<file path="src/rtl/refcounted_range_table_macros.svh">
// Assertion helpers for the file that checks this block.
`ifndef REFCOUNTED_RANGE_TABLE_MACROS_SVH
`define REFCOUNTED_RANGE_TABLE_MACROS_SVH

// Same-cycle implication, checked outside reset.
`define RRT_ASSERT_NOW(label, cond, prop, msg) \
	label: assert property (@(posedge clk) disable iff (!arst_n) (cond) |-> (prop)) \
		else $error(msg);

// Next-cycle implication, checked outside reset.
`define RRT_ASSERT_NEXT(label, cond, prop, msg) \
	label: assert property (@(posedge clk) disable iff (!arst_n) (cond) |=> (prop)) \
		else $error(msg);

`endif

</file>
<file path="src/rtl/rrt_pkg.sv">
`default_nettype none
package rrt_pkg;

	// Address width of the address and length fields on the ports.
	localparam int ADDR_BITS = 48;

	typedef logic [ADDR_BITS-1:0] addr_t;
	// Address with one carry bit, so that an end of 2^ADDR_BITS fits.
	typedef logic [ADDR_BITS:0]   addr_x_t;

	localparam logic FUNC_ADD    = 1'b0;
	localparam logic FUNC_REMOVE = 1'b1;

	typedef struct packed {
		logic  func;
		addr_t first_addr;
		addr_t range_length;
	} req_t;

	typedef struct packed {
		logic  part_valid;
		addr_t part_start;
		addr_t part_length;
		logic  table_full;
		logic  last;
	} rsp_t;

	// One accepted request, with its end already clipped.
	typedef struct packed {
		logic    func;
		addr_t   start;
		addr_x_t end_addr;
		logic    noop;
	} work_t;

	// A piece kept as start and exclusive end.
	typedef struct packed {
		addr_t   start;
		addr_x_t end_addr;
	} piece_t;

	typedef struct packed {
		logic   we;
		piece_t piece;
	} piece_wr_t;

	// Handoff from the table walk to the result stage.
	typedef struct packed {
		logic valid;
		logic dropped;
	} hand_t;

	typedef enum logic [2:0] {
		W_IDLE,
		W_RD,
		W_EVAL,
		W_WR2,
		W_TAIL,
		W_DONE
	} walk_state_t;

endpackage
`default_nettype wire

</file>
<file path="src/rtl/rrt_emit.sv">
`default_nettype none
module rrt_emit #(
	parameter int TABLE_DEPTH = 16,
	localparam int PW = $clog2(TABLE_DEPTH + 3),
	localparam int PIW = $clog2(TABLE_DEPTH + 2)
) (
	input  wire logic               clk,
	input  wire logic               arst_n,
	input  wire rrt_pkg::piece_wr_t pc_wr,
	input  wire logic [PIW-1:0]     pc_addr,
	input  wire rrt_pkg::hand_t     hand,
	input  wire logic [PW-1:0]      hand_count,
	output logic                    busy,
	output logic                    res_valid,
	input  wire logic               res_ready,
	output rrt_pkg::rsp_t           res_data
);

	localparam int A = rrt_pkg::ADDR_BITS;
	localparam int PD = TABLE_DEPTH + 2;

	// Piece buffer, filled by the walk and drained here in order.
	rrt_pkg::piece_t pb [PD];
	rrt_pkg::piece_t rd_s1;

	logic busy_q, zero_q, pend_s1, last_s1, drop_q, ov_q;
	logic [PW-1:0] n_q, k_q;
	rrt_pkg::rsp_t out_q;
	logic load_ok, take_pend, take_zero, issue;

	// Read a piece whenever the output register will have room for it.
	always_comb begin
		load_ok = !ov_q || res_ready;
		take_pend = pend_s1 && load_ok;
		take_zero = busy_q && zero_q && load_ok;
		issue = busy_q && !zero_q && (k_q < n_q) && (!pend_s1 || take_pend);
	end

	always_ff @(posedge clk) begin
		if (pc_wr.we) begin
			pb[pc_addr] <= pc_wr.piece;
		end
		if (issue) begin
			rd_s1 <= pb[k_q[PIW-1:0]];
			last_s1 <= (k_q + PW'(1)) == n_q;
		end
		if (hand.valid) begin
			n_q <= hand_count;
			drop_q <= hand.dropped;
		end
		// Output register load.
		if (take_pend) begin
			out_q.part_valid <= 1'b1;
			out_q.part_start <= rd_s1.start;
			out_q.part_length <= A'(rd_s1.end_addr - {1'b0, rd_s1.start});
			out_q.table_full <= drop_q;
			out_q.last <= last_s1;
		end else if (take_zero) begin
			out_q.part_valid <= 1'b0;
			out_q.part_start <= '0;
			out_q.part_length <= '0;
			out_q.table_full <= drop_q;
			out_q.last <= 1'b1;
		end
	end

	// Sequencing of one request's results.
	always_ff @(posedge clk or negedge arst_n) begin
		if (!arst_n) begin
			busy_q <= 1'b0;
			zero_q <= 1'b0;
			pend_s1 <= 1'b0;
			ov_q <= 1'b0;
			k_q <= '0;
		end else begin
			if (hand.valid) begin
				busy_q <= 1'b1;
				zero_q <= (hand_count == '0);
				k_q <= '0;
			end else begin
				if (issue) begin
					k_q <= k_q + PW'(1);
				end
				if (take_zero || (take_pend && last_s1)) begin
					busy_q <= 1'b0;
					zero_q <= 1'b0;
				end
			end
			if (issue) begin
				pend_s1 <= 1'b1;
			end else if (take_pend) begin
				pend_s1 <= 1'b0;
			end
			if (take_pend || take_zero) begin
				ov_q <= 1'b1;
			end else if (res_ready) begin
				ov_q <= 1'b0;
			end
		end
	end

	assign busy = busy_q;
	assign res_valid = ov_q;
	assign res_data = out_q;

endmodule
`default_nettype wire

</file>
<file path="config.mk">
export PLATFORM = sky130hd
export DESIGN_NAME = rrt_emit
export DESIGN_NICKNAME = d
export VERILOG_FILES = /design/src/rtl/refcounted_range_table_macros.svh /design/src/rtl/rrt_pkg.sv /design/src/rtl/rrt_emit.sv
export SDC_FILE = /design/constraint.sdc
export NUM_CORES = 2
export LEC_CHECK = 0
export BUFFER_PORTS_ARGS = -buffer_cell sky130_fd_sc_hd__buf_2
export CELL_PAD_IN_SITES_DETAIL_PLACEMENT = 0
export CELL_PAD_IN_SITES_GLOBAL_PLACEMENT = 1
export CORE_MARGIN = 1
export CORE_UTILIZATION = 35
export CTS_BUF_LIST = sky130_fd_sc_hd__clkbuf_2 sky130_fd_sc_hd__clkbuf_4 sky130_fd_sc_hd__clkbuf_8
export DETAILED_ROUTE_END_ITERATION = 8
export GPL_TIMING_DRIVEN = 0
export PLACE_DENSITY_LB_ADDON = 0.12
export SLEW_MARGIN = 20
export SYNTH_ARGS = -nofsm -noshare
export SYNTH_HDL_FRONTEND = slang
export SYNTH_SLANG_ARGS = --single-unit
</file>
<file path="constraint.sdc">
create_clock -name clk -period 8.97 [get_ports clk]
set_clock_uncertainty 0.05 [all_clocks]
set_input_delay 0.897 -clock clk [delete_from_list [all_inputs] [get_ports clk]]
set_output_delay 0.897 -clock clk [all_outputs]
set_load 0.1 [all_outputs]
</file>
* Word-level counts from Yosys, hierarchy flattened
Memory sizes are Yosys's and may differ from the RTL's. A register that Yosys moved wholly into a read port is not among the register bits. Index checks and enable logic that the tools add are counted.
Word-level totals: bits in registers 115, memory bits (writable) 1746, logic and storage cells 51, memories kept 1
Operators by class: add/subtract/negate cells 2, order comparisons 1, equal/unequal tests 1, mux-type cells 13, reductions and logical operators 20
Memories:
- pb | words 18, bits a word 97, read ports 1, clocked after memory_dff 1, write ports 1, RTL line rrt_emit.sv:23 | rrt_pkg::piece_t pb [PD];
Operator list (count):
- $mux W98 | 2
- $sub A48 B48 Y48 | 1
- $mux W5 | 2
- $reduce_bool A2 Y1 | 5
- $mux W1 | 9
- $logic_and A1 B1 Y1 | 7
- $add A5 B1 Y5 const B | 1
- $eq A5 B5 Y1 | 1
- $logic_not A5 Y1 | 1
- $lt A5 B5 Y1 | 1
- $logic_or A1 B1 Y1 | 4
- $logic_not A1 Y1 | 3

* Longest topological paths before layout
depth after elaboration 7, gate-level depth with buffers 15, depth with buffers taken out 11

* Worst setup path after synthesis
No wires, ideal clock.
path kind input to register, start in pc_addr[2], end mem pb[17][0] (netlist name) (enable), library setup time 0.690 ns, data arrival time 8.227 ns, slack 0.003 ns, cell stages on the path 4, buffers on the path 1, cells stage by stage clkbuf_1 -> nor2_1 -> nand3_1 -> nor3b_1
RTL lines:
- start: declaration | RTL line rrt_emit.sv:10 | input wire logic [PIW-1:0] pc_addr,
- end: declaration | RTL line rrt_emit.sv:23
No word-level cell before the write port.

* Final worst setup path
start reg k_q[0], end reg, netlist name rd_s1[47]
Between the ends: word-level cells in the longest chain between the ends 3
RTL lines:
- start: declaration | RTL line rrt_emit.sv:27 | logic [PW-1:0] n_q, k_q;
- start signal: assignment | RTL line rrt_emit.sv:82 | k_q <= k_q + PW'(1);
- $lt A5 B5 Y1 | RTL line rrt_emit.sv:36 | issue = busy_q && !zero_q && (k_q < n_q) && (!pend_s1 || take_pend);
- $logic_and A1 B1 Y1 (2 in a row) | RTL line rrt_emit.sv:36
- via issue | RTL line rrt_emit.sv:29 | logic load_ok, take_pend, take_zero, issue;
The timed path passes the listed nets, and every way through them passes these cells. A chain may end at the register's enable or synchronous reset.

==> flow_summary.yaml <==
synth:
  synth_edf_count: 1929
  netlist_area_um2: 75490
  syn_avg_cell_area_um2: 21.41
  synthesis.instances: 3526
  async_flop_share_pct: 0.4642
  ys.flop_type: "edfxtp_1"
  ys_warn_count: 0
  synth.distinct_cells: 76
  ys_seq_area_share_pct: 77.06
  syn_nets: 3693
  synth.ff_latch_count: 1939
global_routing:
  busiest_layer: "met2"
  met1_usage_pct: 28.80
  grt_max_degree: 24
  grt_usage_pct: 21.11
  overflow: 0
  grt_pass1_wl_um: 315500
  grt_pass1_vias: 39530
  antenna_found_initial: 34
  use_met2_pct: 33.83
  grt_util_met3_pct: 4.590
layout:
  area_delta_synth_final_pct: 19.16
  design_area_um2: 89960
  nets: 4474
  layout-drive-gt1-share_pct: 33.98
critical_path:
  r2r_cells: 17
  worst-r2r-setup-slack_ns: 4.27
  end_kind: "flop"
  cp-start-kind: "flop"
  worstPathRequired_ns: 9.68
  r2r_end: "rd_s1[47]"
  path_max_fanout: 11
  cp_data_arrival_time_ns: 5.41
  worst-path-buf-inv: 11
  startpoint: "k_q[0]"
  crit_chain: "buf_2 -> buf_4 -> buf_2 -> buf_2 -> buf_2 -> inv_1 -> ha_1 -> nor2b_1 -> o21a_1 -> o21ai_0 -> nand2b_1 -> a221oi_4 -> buf_6 -> buf_6 -> buf_8 -> buf_6 -> buf_6"
  r2r_start: "k_q[0]"
  crit_path_end: "rd_s1[47]"
  cpPeakStageDelay_ns: 0.62
  cp.depth: 17
  path_delay_family: "buffers and inverters"
  critical_path_class: "reg2reg"
  cpMaxStageDelayCell: "buf_2"
floorplanning:
  floorplan.initialDensity_pct: 35.21
  die_h_um: 466.4
  die_w_um: 466.4
  num_rows: 170
  pin_count: 214
  die-area_um2: 217600
  fp.coreArea_um2: 214400
sta:
  final-setup-viol-count: 0
  max_freq_mhz: 212.7
  fin_crit_sh_pct: 52.40
  setup-tns-final_ns: 0
  period_needed_ns: 4.700
  finalWorstSetupSlack_ns: 4.270
  slew_viol_final: 0
  hold_violations: 0
  rsz0062_at_grt: "no"
  tightest_slew_ns: 1.168
  relSlewSlack_pct: 22.13
power_and_ir_drop:
  powerDensity_nw_per_um2: 320.0
  peakVddDrop_mv: 0.2964
  total_power_uw: 28780
  power_leakage_uw: 0.02936
detailed_routing:
  drc: 0
  drtIter0Drc: 3675
  drtPass1Iterations: 5
  routed_wl_um: 229400
  wl_per_cell_um: 31.02
  vias: 38430
  ant_nets: 0
  vias_per_cell: 5.197
cts:
  cts_root_buffer: "clkbuf_8"
  clkSinkCount: 1939
  cts_setup_buffers: 0
  cts_resized: 0
  h-tree-depth: 5
  clkTransAtPathRegs_ns: 0.06
  cts_hold_buf: 7
  clk_latency_ns: 1.05
  cts_tree: "done"
  cts_made_buffers: 350
  cts_buffer_depth: 4
placement:
  dpl_worst_slack_ns: 4.199
  port_buffers: 211
  placed_area_um2: 83360
  hpwl_um: 162600
  finalWeightedCongestion: 0.8368
status:
  status: "complete, no violations"
run:
  maxCapViolCount: 0
hold_path:
  hold_class: "in2reg"
[routing by layer]
layer | vias up | routed length [um]
li1 | 16230 | -
met1 | 20480 | 98720
met2 | 1323 | 109200
met3 | 375 | 14960
met4 | 22 | 6402
met5 | - | 134
[sequential cells by signal, summed over array words and instances (netlist names)]
register / cells
pend_s1: 1
last_s1: 1
rd_s1: 96
k_q: 5
busy: 1
zero_q: 1
res_valid: 1
pb: 1728
n_q: 5
res_data: 99
drop_q: 1
[worst min path at each step]
stage,slack (ns),cells after the start,endpoint,from
after global placement,0.38,0,res_data[1],drop_q
after global routing,0.11,1,pb[10][74],pc_wr[74]
after floorplan,0.35,0,res_data[1],drop_q
final,0.18,2,k_q[4],hand[1]
after detailed placement,0.37,0,res_data[1],drop_q
after CTS,0.07,2,k_q[4],hand[1]
[area by class of cell]
type                    instances  area [um2]
fillers                     19070      124400
repair buffers                429        4200
multi-input cells            1339       16430
diodes                         12       30.03
inverters                      72       270.3
flip-flops and latches       1939       58170
clock inverters               114       699.4
plain buffers                 176       802.0
clock buffers                 475        5799
well taps                    2838        3551
[worst register-to-register path: stages (launching register included)]
cell and delay (ns):
dfrtp_1 0.36, buf_2 0.28, buf_4 0.35, buf_2 0.48, buf_2 0.63, buf_2 0.51
inv_1 0.11, ha_1 0.20, nor2b_1 0.11, o21a_1 0.12, o21ai_0 0.07, nand2b_1 0.13
a221oi_4 0.13, buf_6 0.20, buf_6 0.17, buf_8 0.17, buf_6 0.19, buf_6 0.16
[synthesized netlist by cell type (3+ instances only)]
library cell  count  area (um2)
inv_1            72       270.3
o21ai_0          25       125.1
nor3_1           18       90.09
nand2b_1         12       75.07
buf_2            48       240.2
dfrtp_1           9       225.2
o211ai_1          4       30.03
nor2b_1           8       50.05
o21ai_1           4       20.02
nor4_1            3       18.77
nand3_1          10       50.05
nor2_1          233       874.6
ha_1             53       663.1
o21bai_1         13       97.59
and3_1            3       18.77
a21oi_1         159       795.8
a21oi_2           3       26.28
o21a_1           10       75.07
a211o_1           3       26.28
nor3b_1           5       37.54
edfxtp_1       1929       57930
xor2_1           19       166.4
a21o_1           20       150.1
and2_1            3       18.77
mux2i_1         100        1001
nand2_1          50       187.7
xnor2_1          25       219.0
buf_1            13       48.80
and3_2            3       22.52
nand4_1          23       143.9
a31oi_1           4       25.02
mux4_2          480       10810
clkbuf_1        108       405.4
a221oi_2          3       45.04
[cell usage in the layout, fill, tap and decap left out, types with 19 or more instances in the layout]
| cell | synthesis | layout |
|---|---|---|
| nand2_1 | 50 | 50 |
| buf_16 | 0 | 29 |
| inv_1 | 72 | 72 |
| a21o_1 | 20 | 20 |
| nor2_1 | 233 | 220 |
| buf_12 | 0 | 64 |
| mux4_2 | 480 | 480 |
| ha_1 | 53 | 53 |
| mux2i_1 | 100 | 100 |
| buf_6 | 2 | 25 |
| clkbuf_2 | 1 | 26 |
| clkinv_2 | 0 | 27 |
| buf_2 | 48 | 264 |
| a21oi_1 | 159 | 159 |
| nand4_1 | 23 | 23 |
| edfxtp_1 | 1929 | 1929 |
| clkinv_1 | 0 | 73 |
| buf_4 | 1 | 93 |
| clkbuf_4 | 0 | 118 |
| xor2_1 | 19 | 19 |
| clkbuf_8 | 1 | 358 |
| clkbuf_1 | 108 | 83 |
| o21ai_0 | 25 | 25 |
| xnor2_1 | 25 | 25 |
[per-stage QoR]
step                util (%)  hold WS [ns]  cells
finish                 41.96        0.1790   7394
detailed placement     38.88        0.3733   6786
global placement       37.36        0.3828   6575
global route           41.95        0.1054   7387
floorplan                  -        0.3503   3526
CTS                    41.94       0.06709   7382
[cells by family after synthesis]
logic type / share of synthesized area (%)
AO/OA/AOI/OAI: 2.302
XOR/XNOR: 0.5105
adder cells (fa/ha/maj): 0.9049
buffers and inverters: 1.371
flip-flops: 77.06
multiplexers: 15.65
AND/OR/NAND/NOR: 2.211
[power by group]
group	internal [uW]	switching, uW	leakage, uW
clock	4380	3570	0.00346
sequential	10800	492	0.0177
combinational	3160	6360	0.00821
(Power assumes the default switching activity.)
