### config.mk
export PLATFORM = sky130hd
export DESIGN_NAME = rrt_walk
export DESIGN_NICKNAME = d
export VERILOG_FILES = /design/src/rtl/refcounted_range_table_macros.svh /design/src/rtl/rrt_pkg.sv /design/src/rtl/rrt_walk.sv
export SDC_FILE = /design/constraint.sdc
export NUM_CORES = 2
export LEC_CHECK = 0
export BUFFER_PORTS_ARGS = -buffer_cell sky130_fd_sc_hd__buf_2
export CAP_MARGIN = 20
export CORE_MARGIN = 2
export CORE_UTILIZATION = 50
export DETAILED_ROUTE_END_ITERATION = 7
export PLACE_DENSITY = 0.63
export RECOVER_POWER = 100
export SYNTH_ARGS = -nofsm -noshare
export SYNTH_HDL_FRONTEND = slang
export SYNTH_SLANG_ARGS = --single-unit
### constraint.sdc
create_clock -name clk -period 15.7 [get_ports clk]
set_input_delay 1.57 -clock clk [delete_from_list [all_inputs] [get_ports clk]]
set_output_delay 1.57 -clock clk [all_outputs]
set_load 0.05 [all_outputs]
### src/rtl/refcounted_range_table_macros.svh
// Assertion helpers for the file that checks this block.
`ifndef REFCOUNTED_RANGE_TABLE_MACROS_SVH
`define REFCOUNTED_RANGE_TABLE_MACROS_SVH

// Same-cycle implication, checked outside reset.
`define RRT_ASSERT_NOW(label, cond, prop, msg) \
	label: assert property (@(posedge clk) disable iff (!arst_n) (cond) |-> (prop)) \
		else $error(msg);

// Next-cycle implication, checked outside reset.
`define RRT_ASSERT_NEXT(label, cond, prop, msg) \
	label: assert property (@(posedge clk) disable iff (!arst_n) (cond) |=> (prop)) \
		else $error(msg);

`endif

### src/rtl/rrt_pkg.sv
`default_nettype none
package rrt_pkg;

	// Address width of the address and length fields on the ports.
	localparam int ADDR_BITS = 48;

	typedef logic [ADDR_BITS-1:0] addr_t;
	// Address with one carry bit, so that an end of 2^ADDR_BITS fits.
	typedef logic [ADDR_BITS:0]   addr_x_t;

	localparam logic FUNC_ADD    = 1'b0;
	localparam logic FUNC_REMOVE = 1'b1;

	typedef struct packed {
		logic  func;
		addr_t first_addr;
		addr_t range_length;
	} req_t;

	typedef struct packed {
		logic  part_valid;
		addr_t part_start;
		addr_t part_length;
		logic  table_full;
		logic  last;
	} rsp_t;

	// One accepted request, with its end already clipped.
	typedef struct packed {
		logic    func;
		addr_t   start;
		addr_x_t end_addr;
		logic    noop;
	} work_t;

	// A piece kept as start and exclusive end.
	typedef struct packed {
		addr_t   start;
		addr_x_t end_addr;
	} piece_t;

	typedef struct packed {
		logic   we;
		piece_t piece;
	} piece_wr_t;

	// Handoff from the table walk to the result stage.
	typedef struct packed {
		logic valid;
		logic dropped;
	} hand_t;

	typedef enum logic [2:0] {
		W_IDLE,
		W_RD,
		W_EVAL,
		W_WR2,
		W_TAIL,
		W_DONE
	} walk_state_t;

endpackage
`default_nettype wire

### src/rtl/rrt_walk.sv
`default_nettype none
module rrt_walk #(
	parameter int TABLE_DEPTH = 16,
	parameter int REF_BITS = 16,
	localparam int PW = $clog2(TABLE_DEPTH + 3),
	localparam int PIW = $clog2(TABLE_DEPTH + 2)
) (
	input  wire logic              clk,
	input  wire logic              arst_n,
	input  wire logic              start,
	input  wire rrt_pkg::work_t    work,
	input  wire logic              emit_busy,
	output logic                   idle,
	output rrt_pkg::piece_wr_t     pc_wr,
	output logic [PIW-1:0]         pc_addr,
	output rrt_pkg::hand_t         hand,
	output logic [PW-1:0]          hand_count
);

	localparam int A = rrt_pkg::ADDR_BITS;
	localparam int CW = $clog2(TABLE_DEPTH + 1);
	localparam int IW = $clog2(TABLE_DEPTH);
	localparam int MD = 2 ** (IW + 1);
	localparam logic [CW-1:0] DEPTH_C = CW'(TABLE_DEPTH);
	localparam logic [REF_BITS-1:0] REF_MAX = '1;
	localparam logic [REF_BITS-1:0] REF_ONE = REF_BITS'(1);

	typedef struct packed {
		rrt_pkg::addr_t   start;
		rrt_pkg::addr_x_t end_addr;
		logic [REF_BITS-1:0] refs;
	} ent_t;

	// Two table halves: the walk reads the current one and builds the next.
	ent_t mem [MD];
	ent_t rdata_q;

	rrt_pkg::walk_state_t st_q, st_d;
	logic bank_q, bank_d;
	logic [CW-1:0] cnt_q, cnt_d, idx_q, idx_d, wr_q, wr_d, ins_q, ins_d;
	logic [PW-1:0] npc_q, npc_d;
	logic drop_q, drop_d;
	ent_t hold_q, hold_d;
	logic hold_pc_q, hold_pc_d;
	rrt_pkg::addr_x_t cur_q, cur_d;
	logic func_q, noop_q;
	rrt_pkg::addr_x_t s_q, end_q;

	logic rd_en, tw_en;
	ent_t push_data;
	logic push_en, push_gate, push_ins;
	logic piece_en;
	rrt_pkg::addr_x_t piece_s, piece_e;
	rrt_pkg::addr_x_t es, ee;
	logic ovl, zero, add_room;
	logic [REF_BITS-1:0] rinc, rdec;

	// Next state, table writes and piece writes.
	always_comb begin
		st_d = st_q;
		bank_d = bank_q;
		cnt_d = cnt_q;
		idx_d = idx_q;
		wr_d = wr_q;
		ins_d = ins_q;
		npc_d = npc_q;
		drop_d = drop_q;
		hold_d = hold_q;
		hold_pc_d = hold_pc_q;
		cur_d = cur_q;
		rd_en = 1'b0;
		tw_en = 1'b0;
		push_en = 1'b0;
		push_gate = 1'b1;
		push_ins = 1'b0;
		push_data = rdata_q;
		piece_en = 1'b0;
		piece_s = cur_q;
		piece_e = cur_q;
		hand.valid = 1'b0;
		hand.dropped = drop_q;
		es = {1'b0, rdata_q.start};
		ee = rdata_q.end_addr;
		ovl = (ee > s_q) && (es < end_q);
		rinc = (rdata_q.refs == REF_MAX) ? rdata_q.refs : rdata_q.refs + REF_ONE;
		rdec = rdata_q.refs - REF_ONE;
		zero = (rdec == '0);
		add_room = ({1'b0, cnt_q} + {1'b0, ins_q}) < {1'b0, DEPTH_C};
		case (st_q)
			rrt_pkg::W_IDLE: begin
				if (start) begin
					st_d = work.noop ? rrt_pkg::W_DONE : rrt_pkg::W_RD;
					idx_d = '0;
					wr_d = '0;
					ins_d = '0;
					npc_d = '0;
					drop_d = 1'b0;
					cur_d = {1'b0, work.start};
				end
			end
			rrt_pkg::W_RD: begin
				if (idx_q < cnt_q) begin
					rd_en = 1'b1;
					st_d = rrt_pkg::W_EVAL;
				end else begin
					st_d = rrt_pkg::W_TAIL;
				end
			end
			rrt_pkg::W_EVAL: begin
				idx_d = idx_q + CW'(1);
				st_d = rrt_pkg::W_RD;
				if (!ovl) begin
					if (func_q == rrt_pkg::FUNC_ADD && es >= end_q && cur_q < end_q) begin
						// First entry above the range: the uncovered tail goes in before it.
						piece_en = 1'b1;
						piece_s = cur_q;
						piece_e = end_q;
						push_en = 1'b1;
						push_gate = add_room;
						push_ins = 1'b1;
						push_data = '{start: cur_q[A-1:0], end_addr: end_q, refs: REF_ONE};
						hold_d = rdata_q;
						hold_pc_d = 1'b0;
						cur_d = end_q;
						st_d = rrt_pkg::W_WR2;
					end else begin
						push_en = 1'b1;
					end
				end else if (func_q == rrt_pkg::FUNC_ADD) begin
					cur_d = (ee > cur_q) ? ee : cur_q;
					if (es > cur_q) begin
						// Uncovered gap before this entry: emit it, insert it if room.
						piece_en = 1'b1;
						piece_s = cur_q;
						piece_e = es;
						push_en = 1'b1;
						push_gate = add_room;
						push_ins = 1'b1;
						push_data = '{start: cur_q[A-1:0], end_addr: es, refs: REF_ONE};
						hold_d = '{start: rdata_q.start, end_addr: ee, refs: rinc};
						hold_pc_d = 1'b0;
						st_d = rrt_pkg::W_WR2;
					end else begin
						push_en = 1'b1;
						push_data = '{start: rdata_q.start, end_addr: ee, refs: rinc};
					end
				end else if (rdata_q.refs != '0) begin
					// Remove: keep the outside parts with the lowered count.
					if (es < s_q) begin
						push_en = 1'b1;
						push_data = '{start: rdata_q.start, end_addr: s_q, refs: rdec};
						piece_en = zero;
						piece_s = es;
						piece_e = s_q;
					end else if (zero && ee <= end_q) begin
						piece_en = 1'b1;
						piece_s = es;
						piece_e = ee;
					end
					if (ee > end_q) begin
						hold_d = '{start: end_q[A-1:0], end_addr: ee, refs: rdec};
						hold_pc_d = zero;
						st_d = rrt_pkg::W_WR2;
					end
				end
			end
			rrt_pkg::W_WR2: begin
				push_en = 1'b1;
				push_data = hold_q;
				piece_en = hold_pc_q;
				piece_s = {1'b0, hold_q.start};
				piece_e = hold_q.end_addr;
				st_d = rrt_pkg::W_RD;
			end
			rrt_pkg::W_TAIL: begin
				if (func_q == rrt_pkg::FUNC_ADD && cur_q < end_q) begin
					piece_en = 1'b1;
					piece_s = cur_q;
					piece_e = end_q;
					push_en = 1'b1;
					push_gate = add_room;
					push_ins = 1'b1;
					push_data = '{start: cur_q[A-1:0], end_addr: end_q, refs: REF_ONE};
				end
				st_d = rrt_pkg::W_DONE;
			end
			rrt_pkg::W_DONE: begin
				hand.valid = 1'b1;
				if (!noop_q) begin
					bank_d = ~bank_q;
					cnt_d = wr_q;
				end
				st_d = rrt_pkg::W_IDLE;
			end
			default: begin
				st_d = rrt_pkg::W_IDLE;
			end
		endcase
		// Append to the new table while it has room, otherwise flag the drop.
		if (push_en) begin
			if (push_gate && wr_q < DEPTH_C) begin
				tw_en = 1'b1;
				wr_d = wr_q + CW'(1);
				if (push_ins) begin
					ins_d = ins_q + CW'(1);
				end
			end else begin
				drop_d = 1'b1;
			end
		end
		if (piece_en) begin
			npc_d = npc_q + PW'(1);
		end
	end

	assign pc_wr.we = piece_en;
	assign pc_wr.piece.start = piece_s[A-1:0];
	assign pc_wr.piece.end_addr = piece_e;
	assign pc_addr = npc_q[PIW-1:0];
	assign hand_count = npc_q;
	assign idle = (st_q == rrt_pkg::W_IDLE) && !emit_busy;

	// Table memory: reads and writes go to different halves, so they never collide.
	always_ff @(posedge clk) begin
		if (tw_en) begin
			mem[{~bank_q, wr_q[IW-1:0]}] <= push_data;
		end
		if (rd_en) begin
			rdata_q <= mem[{bank_q, idx_q[IW-1:0]}];
		end
	end

	// Request operands.
	always_ff @(posedge clk) begin
		if (st_q == rrt_pkg::W_IDLE && start) begin
			func_q <= work.func;
			s_q <= {1'b0, work.start};
			end_q <= work.end_addr;
			noop_q <= work.noop;
		end
		hold_q <= hold_d;
		hold_pc_q <= hold_pc_d;
		cur_q <= cur_d;
	end

	// State register and walk counters.
	always_ff @(posedge clk or negedge arst_n) begin
		if (!arst_n) begin
			st_q <= rrt_pkg::W_IDLE;
			bank_q <= 1'b0;
			cnt_q <= '0;
			idx_q <= '0;
			wr_q <= '0;
			ins_q <= '0;
			npc_q <= '0;
			drop_q <= 1'b0;
		end else begin
			st_q <= st_d;
			bank_q <= bank_d;
			cnt_q <= cnt_d;
			idx_q <= idx_d;
			wr_q <= wr_d;
			ins_q <= ins_d;
			npc_q <= npc_d;
			drop_q <= drop_d;
		end
	end

endmodule
`default_nettype wire

# Word-level counts from Yosys, hierarchy flattened
# Memory sizes are Yosys's and may differ from the RTL's. A register that Yosys moved wholly into a read port is not among the register bits.
# Index checks and enable logic that the tools add are counted.
[word_totals] ram_bits=3616 ff_bits=292 n_memories=1 latch_bits=0 output_inout_bits=111 romBits=0
[memory_table] memory="mem" depth=32 width=113 rd=1 rd_ports_with_merged_regs=1 write_ports=1 line_no="rrt_walk.sv:35" source="ent_t mem [MD];"
[op_classes] magnitude_cmp=12 n_mul=0 add_sub_neg=7 n_reduce_logical=21 bitwise_logic=3 div=0 n_shift=0 n_eq_ne=12 mux=98
[op_table] operator="$mux W113" count=11
[op_table] operator="$mux W49" count=12
[op_table] operator="$pmux W113 S3" count=1
[op_table] operator="$mux W48" count=5
[op_table] operator="$pmux W49 S3" count=1
[op_table] operator="$mux W65" count=2
[op_table] operator="$gt A49 B49 Y1" count=2
[op_table] operator="$pmux W49 S2" count=1
[op_table] operator="$pmux W48 S2" count=1
[op_table] operator="$mux W5" count=12
[op_table] operator="$ge A48 B49 Y1" count=1
[op_table] operator="$gt A48 B49 Y1" count=1
[op_table] operator="$gt A49 B48 Y1" count=1
[op_table] operator="$le A49 B49 Y1" count=1
[op_table] operator="$lt A48 B49 Y1" count=1
[op_table] operator="$lt A49 B49 Y1" count=1
[op_table] operator="$lt A48 B48 Y1" count=1
[op_table] operator="$mux W1" count=36
[op_table] operator="$add A5 B1 Y5 const B" count=4
[op_table] operator="$add A16 B1 Y16 const B" count=1
[op_table] operator="$eq A16 B16 Y1 const B" count=1
[op_table] operator="$logic_not A16 Y1" count=1
[op_table] operator="$mux W16" count=1
[op_table] operator="$reduce_bool A16 Y1" count=1
[op_table] operator="25 further kinds" count=53

# Logic depth before layout (Yosys ltp)
[logic_depth] depth_word=11 mapped_depth=17 depth_no_buf=12

# Least setup slack after synthesis
# No wires, ideal clock.
[synth_path] path_kind="flip-flop to flip-flop" start="reg idx_q[0]" end="reg st_q[1]" required_ns=15.571 stages_incl_launch_ff=10 period_less_slack_ns=12.940 t_arrival_ns=12.811 n_path_buf=1 setup_time_ns=0.129 setup_slack_ns=2.760 cell_sequence="dfrtp_1 > clkbuf_1 > nand2b_1 > a21o_1 > a21oi_1 > nor2b_1 > o21ai_0 > nand2b_1 > nor4_1 > or2_2"
[synth_via] elab_chain_len=3
[synth_lines] item="start: declaration" line_no="rrt_walk.sv:40" source="logic [CW-1:0] cnt_q, cnt_d, idx_q, idx_d, wr_q, wr_d, ins_q, ins_d;"
[synth_lines] item="start signal: assignment" line_no="rrt_walk.sv:261" source="idx_q <= idx_d;"
[synth_lines] item="$lt A5 B5 Y1" line_no="rrt_walk.sv:102" source="if (idx_q < cnt_q) begin"
[synth_lines] item="$mux W3" line_no="rrt_walk.sv:102"
[synth_lines] item="$pmux W3 S5" line_no="rrt_walk.sv:89" source="case (st_q)"
[synth_lines] item="end signal: assignment" line_no="rrt_walk.sv:249" source="st_q <= rrt_pkg::W_IDLE;"
[synth_lines] item="end signal: assignment" line_no="rrt_walk.sv:258" source="st_q <= st_d;"
[synth_lines] item="end: declaration" line_no="rrt_walk.sv:38" source="rrt_pkg::walk_state_t st_q, st_d;"
# Every way passes these cells.
# A chain may end at the register's enable or synchronous reset.

# Worst setup path after layout
[layout_path] start="reg end_q[41]" end="mem mem[9][39] (netlist bit) (enable)"
[layout_via] elab_chain_len=11
[layout_lines] item="start: declaration" line_no="rrt_walk.sv:47" source="rrt_pkg::addr_x_t s_q, end_q;"
[layout_lines] item="start signal: assignment" line_no="rrt_walk.sv:238" source="end_q <= work.end_addr;"
[layout_lines] item="$ge A48 B49 Y1" line_no="rrt_walk.sv:113" source="if (func_q == rrt_pkg::FUNC_ADD && es >= end_q && cur_q < end_q) begin"
[layout_lines] item="$logic_and A1 B1 Y1 (2 in series)" line_no="rrt_walk.sv:113"
[layout_lines] item="$mux W1" line_no="rrt_walk.sv:113"
[layout_lines] item="$mux W1" line_no="rrt_walk.sv:112" source="if (!ovl) begin"
[layout_lines] item="$pmux W1 S2" line_no="rrt_walk.sv:89"
[layout_lines] item="$logic_and A1 B1 Y1" line_no="rrt_walk.sv:201" source="if (push_gate && wr_q < DEPTH_C) begin"
[layout_lines] item="$mux W1" line_no="rrt_walk.sv:201"
[layout_lines] item="$mux W1 (*)" line_no="rrt_walk.sv:200" source="if (push_en) begin"
[layout_lines] item="$mux W1 (*)" line_no="rrt_walk.sv:225" source="if (tw_en) begin"
[layout_lines] item="$mux W1 (implied by the code) (*)" line_no="rrt_walk.sv:226" source="mem[{~bank_q, wr_q[IW-1:0]}] <= push_data;"
[layout_lines] item="end: declaration" line_no="rrt_walk.sv:35"
# Mark *: on every way between the ends. The rest lies on a longest branch, timed or not.

==> results.cfg <==
[placed_design]
place_area_um2 = 175800
dp.cells = 13010
portBuffers = 213
gp_congestion = 0.9551
dp_hpwl_mm = 326.0

[clock_tree]
post_cts_resized = 0
cts.root.buffer_cell = clkbuf_16
insertion_delay_ns = 1.00
cts_buffers = 412
cts_max_level = 5
clock_path_buffers = 4
cts_hold_buf = 0
cts_sinks = 4021
cts_tree = done
path_clk_slew_ns = 0.06
cts_setup_buffers = 0

[status]
violations = DRC, capacitance limit, slew limit
status = complete, but fails checks

[yosys]
yosys.cell_types.count = 88
synth_edf_count = 3991
synthFlopType = edfxtp_1
synth_area_um2 = 167900
synth.top_cell.area_share_pct = 71.37
ys_async_sr_fraction_pct = 0.7461
syn_area_per_cell_um2 = 19.50
yosys_warnings = 0
yosysSeqAreaShare_pct = 71.82
synth_top_cell_by_area = edfxtp_1
synth_common_cells = 3,991 x edfxtp_1, 1,130 x mux4_2, 411 x clkbuf_1
postSynthCellCount = 8610
synth_top_cells_by_area = edfxtp_1 71%, mux4_2 15%, ha_1 2.7%
synth_fp_nets = 9069
synth-seq-cells = 4021
synth_most_common_cell = edfxtp_1

[timing]
finalCritPeriodShare_pct = 82.72
worst_pin_slew_ns = 4.520
rsz0062_at_grt = false
setup_viol = 0
slew_violations = 2963
hold_viol = 0
fmax_mhz = 77.00
tns_ns = 0
slew_headroom_pct = -201.3
fin_crit_ns = 12.99
skew_ns = 0.07047

[worst_setup_path]
max_stage_delay_ns = 2.22
r2r_start = end_q[41]
worstPathMaxFanout = 81
crit_chain = inv_1, ha_1, nand4_1, nor4_1, nand4_1, o31ai_1, or4_1, buf_4, clkbuf_1, or3_4, a31o_1, and2_4, and3_1, buf_12
r2r_slack_ns = 2.71
crit_slowest_cell = and3_1
critical_path_class = flip-flop to flip-flop
r2r_end = mem[9][39]
crit_path_start = end_q[41]
cp_common_cell = nand4_1
worstPathRequired_ns = 16.29
reg2reg_depth = 14
cp-end-kind = flip-flop
worstPathArrival_ns = 13.57
cp-start-kind = flip-flop

[power_and_ir_drop]
p_total_mw = 39.08
p_leak_nw = 59.75
vdd.ir_drop.worst_v = 0.0001560
powerDensity_nw_per_um2 = 207.9

[route]
vias = 94060
drc_errors = 7
ant_nets = 0
vias_per_cell = 6.817
detail_route.first_pass.iterations = 8
routed_wl_mm = 546.7
post_drt_wl_per_cell_um = 39.62
drt_iter0_drc = 14030

[floorplanning]
rows = 212
start_util_pct = 50.28
core_region_area_um2 = 334000
die_w_um = 583.5
die_h_um = 583.5
dieArea_um2 = 340500
io_pins = 214

[final_layout]
area_growth_pct = 11.97
finish.utilization_pct = 56.30
finalNonFillerCells = 13800
drive_gt1_share_pct = 21.67
layout.nets = 9529
postLayoutCellArea_um2 = 188000

[global_route]
grtUsageTotal_pct = 32.03
antenna_found_initial = 43
grt_max_degree = 138
grt_pass1_wl_mm = 753.1
grt_pass1_vias = 91420
overflow = 0

[worst_hold_path]
hold_class = primary input to async pin

[flow_run]
drv_cap = 97
through the flow:
stage | setup WS (ns) | hold slack [ns]
final | 2.713 | 0.4402
after global routing | 2.641 | 0.4218
after CTS | 5.511 | 0.5058
after detailed placement | 6.348 | 0.4995
after global placement | 6.423 | 0.4812
after floorplan | 2.760 | 0.4491
flip-flops by register name, summed over array words and instances, names as in the netlist, 3 cells and up:
register	count
wr_q	5
s_q	48
end_q	49
hand_count	5
es	48
idx_q	5
mem	3616
cur_q	49
cnt_q	5
ee	49
ins_q	5
st_q	3
rdata_q	16
hold_q	113
worst max-delay path, delay by kind of cell (launching register included):
| kind | cells | cell delay (ns) |
|---|---|---|
| flip-flops | 1 | 0.40 |
| AND/OR/NAND/NOR | 7 | 7.02 |
| adder cells (fa/ha/maj) | 1 | 0.21 |
| buffers and inverters | 4 | 3.37 |
| AO/OA/AOI/OAI | 2 | 0.87 |
worst max-delay path by stage:
stage,to,slack (ns),cells past startpoint
after floorplan,st_q[1],2.76,9
after global placement,mem[15][77],6.42,15
after detailed placement,mem[15][16],6.35,15
after CTS,pc_wr[12],5.51,13
after global routing,mem[9][39],2.64,14
final,mem[9][39],2.71,14
cells in the final DEF, fill, tap and decap left out, drive strengths merged, types with 26 or more instances in the layout:
master and n:
a31oi 63, mux4 1130, o21a 35, dfrtp 30, o211ai 57, a211oi 40, a221oi 26, mux2 123
ha 356, nand3 56, nor3b 30, o22ai 34, and3 39, clkbuf 846, nand2 356, edfxtp 3991
a21o 79, nand4 81, a21oi 273, buf 199, a222oi 26, a22oi 100, nor2 152, clkinv 186
o221ai 38, o21ai 351, bufinv 38, nor2b 26, nor3 80, inv 259
metal layers:
layer / vias to the layer above / share of wire [%] / global-route usage (%) / wire (um)
li1: 37030 / - / - / -
met1: 50330 / 39 / 45.83 / 213000
met2: 5772 / 47 / 49.78 / 255600
met3: 914 / 10 / 5.920 / 55330
met4: 24 / 4.1 / 11.31 / 22570
met5: - / 0.033 / 0 / 181
cell families (layout without fill, tap and decap cells):
kind of cell / Yosys count / in the layout / share of synthesized area [%]
flip-flops: 4021 / 4021 / 71.82
AO/OA/AOI/OAI: 1277 / 1277 / 4.964
multiplexers: 1269 / 1269 / 16.08
AND/OR/NAND/NOR: 921 / 921 / 2.661
buffers and inverters: 748 / 1542 / 1.731
adder cells (fa/ha/maj): 356 / 356 / 2.653
XOR/XNOR: 18 / 18 / 0.09389
other: 0 / 8 / 0
power by group:
group | internal [mW] | switching [mW]
Sequential | 15.3 | 0.785
Combinational | 3.94 | 9.38
Clock | 5.48 | 4.22
Total | 24.7 | 14.4
final cells by class:
| cell class | instances | area, um2 |
|---|---|---|
| clock inverter | 251 | 2630 |
| fill | 24970 | 146000 |
| tap | 4387 | 5489 |
| inverter | 246 | 932.1 |
| timing repair buffer | 548 | 3027 |
| multi-input combinational | 3841 | 44660 |
| sequential | 4021 | 120600 |
| clock buffer | 497 | 10640 |
| antenna | 8 | 20.02 |
Note: power is estimated with default switching activity, not from simulation.
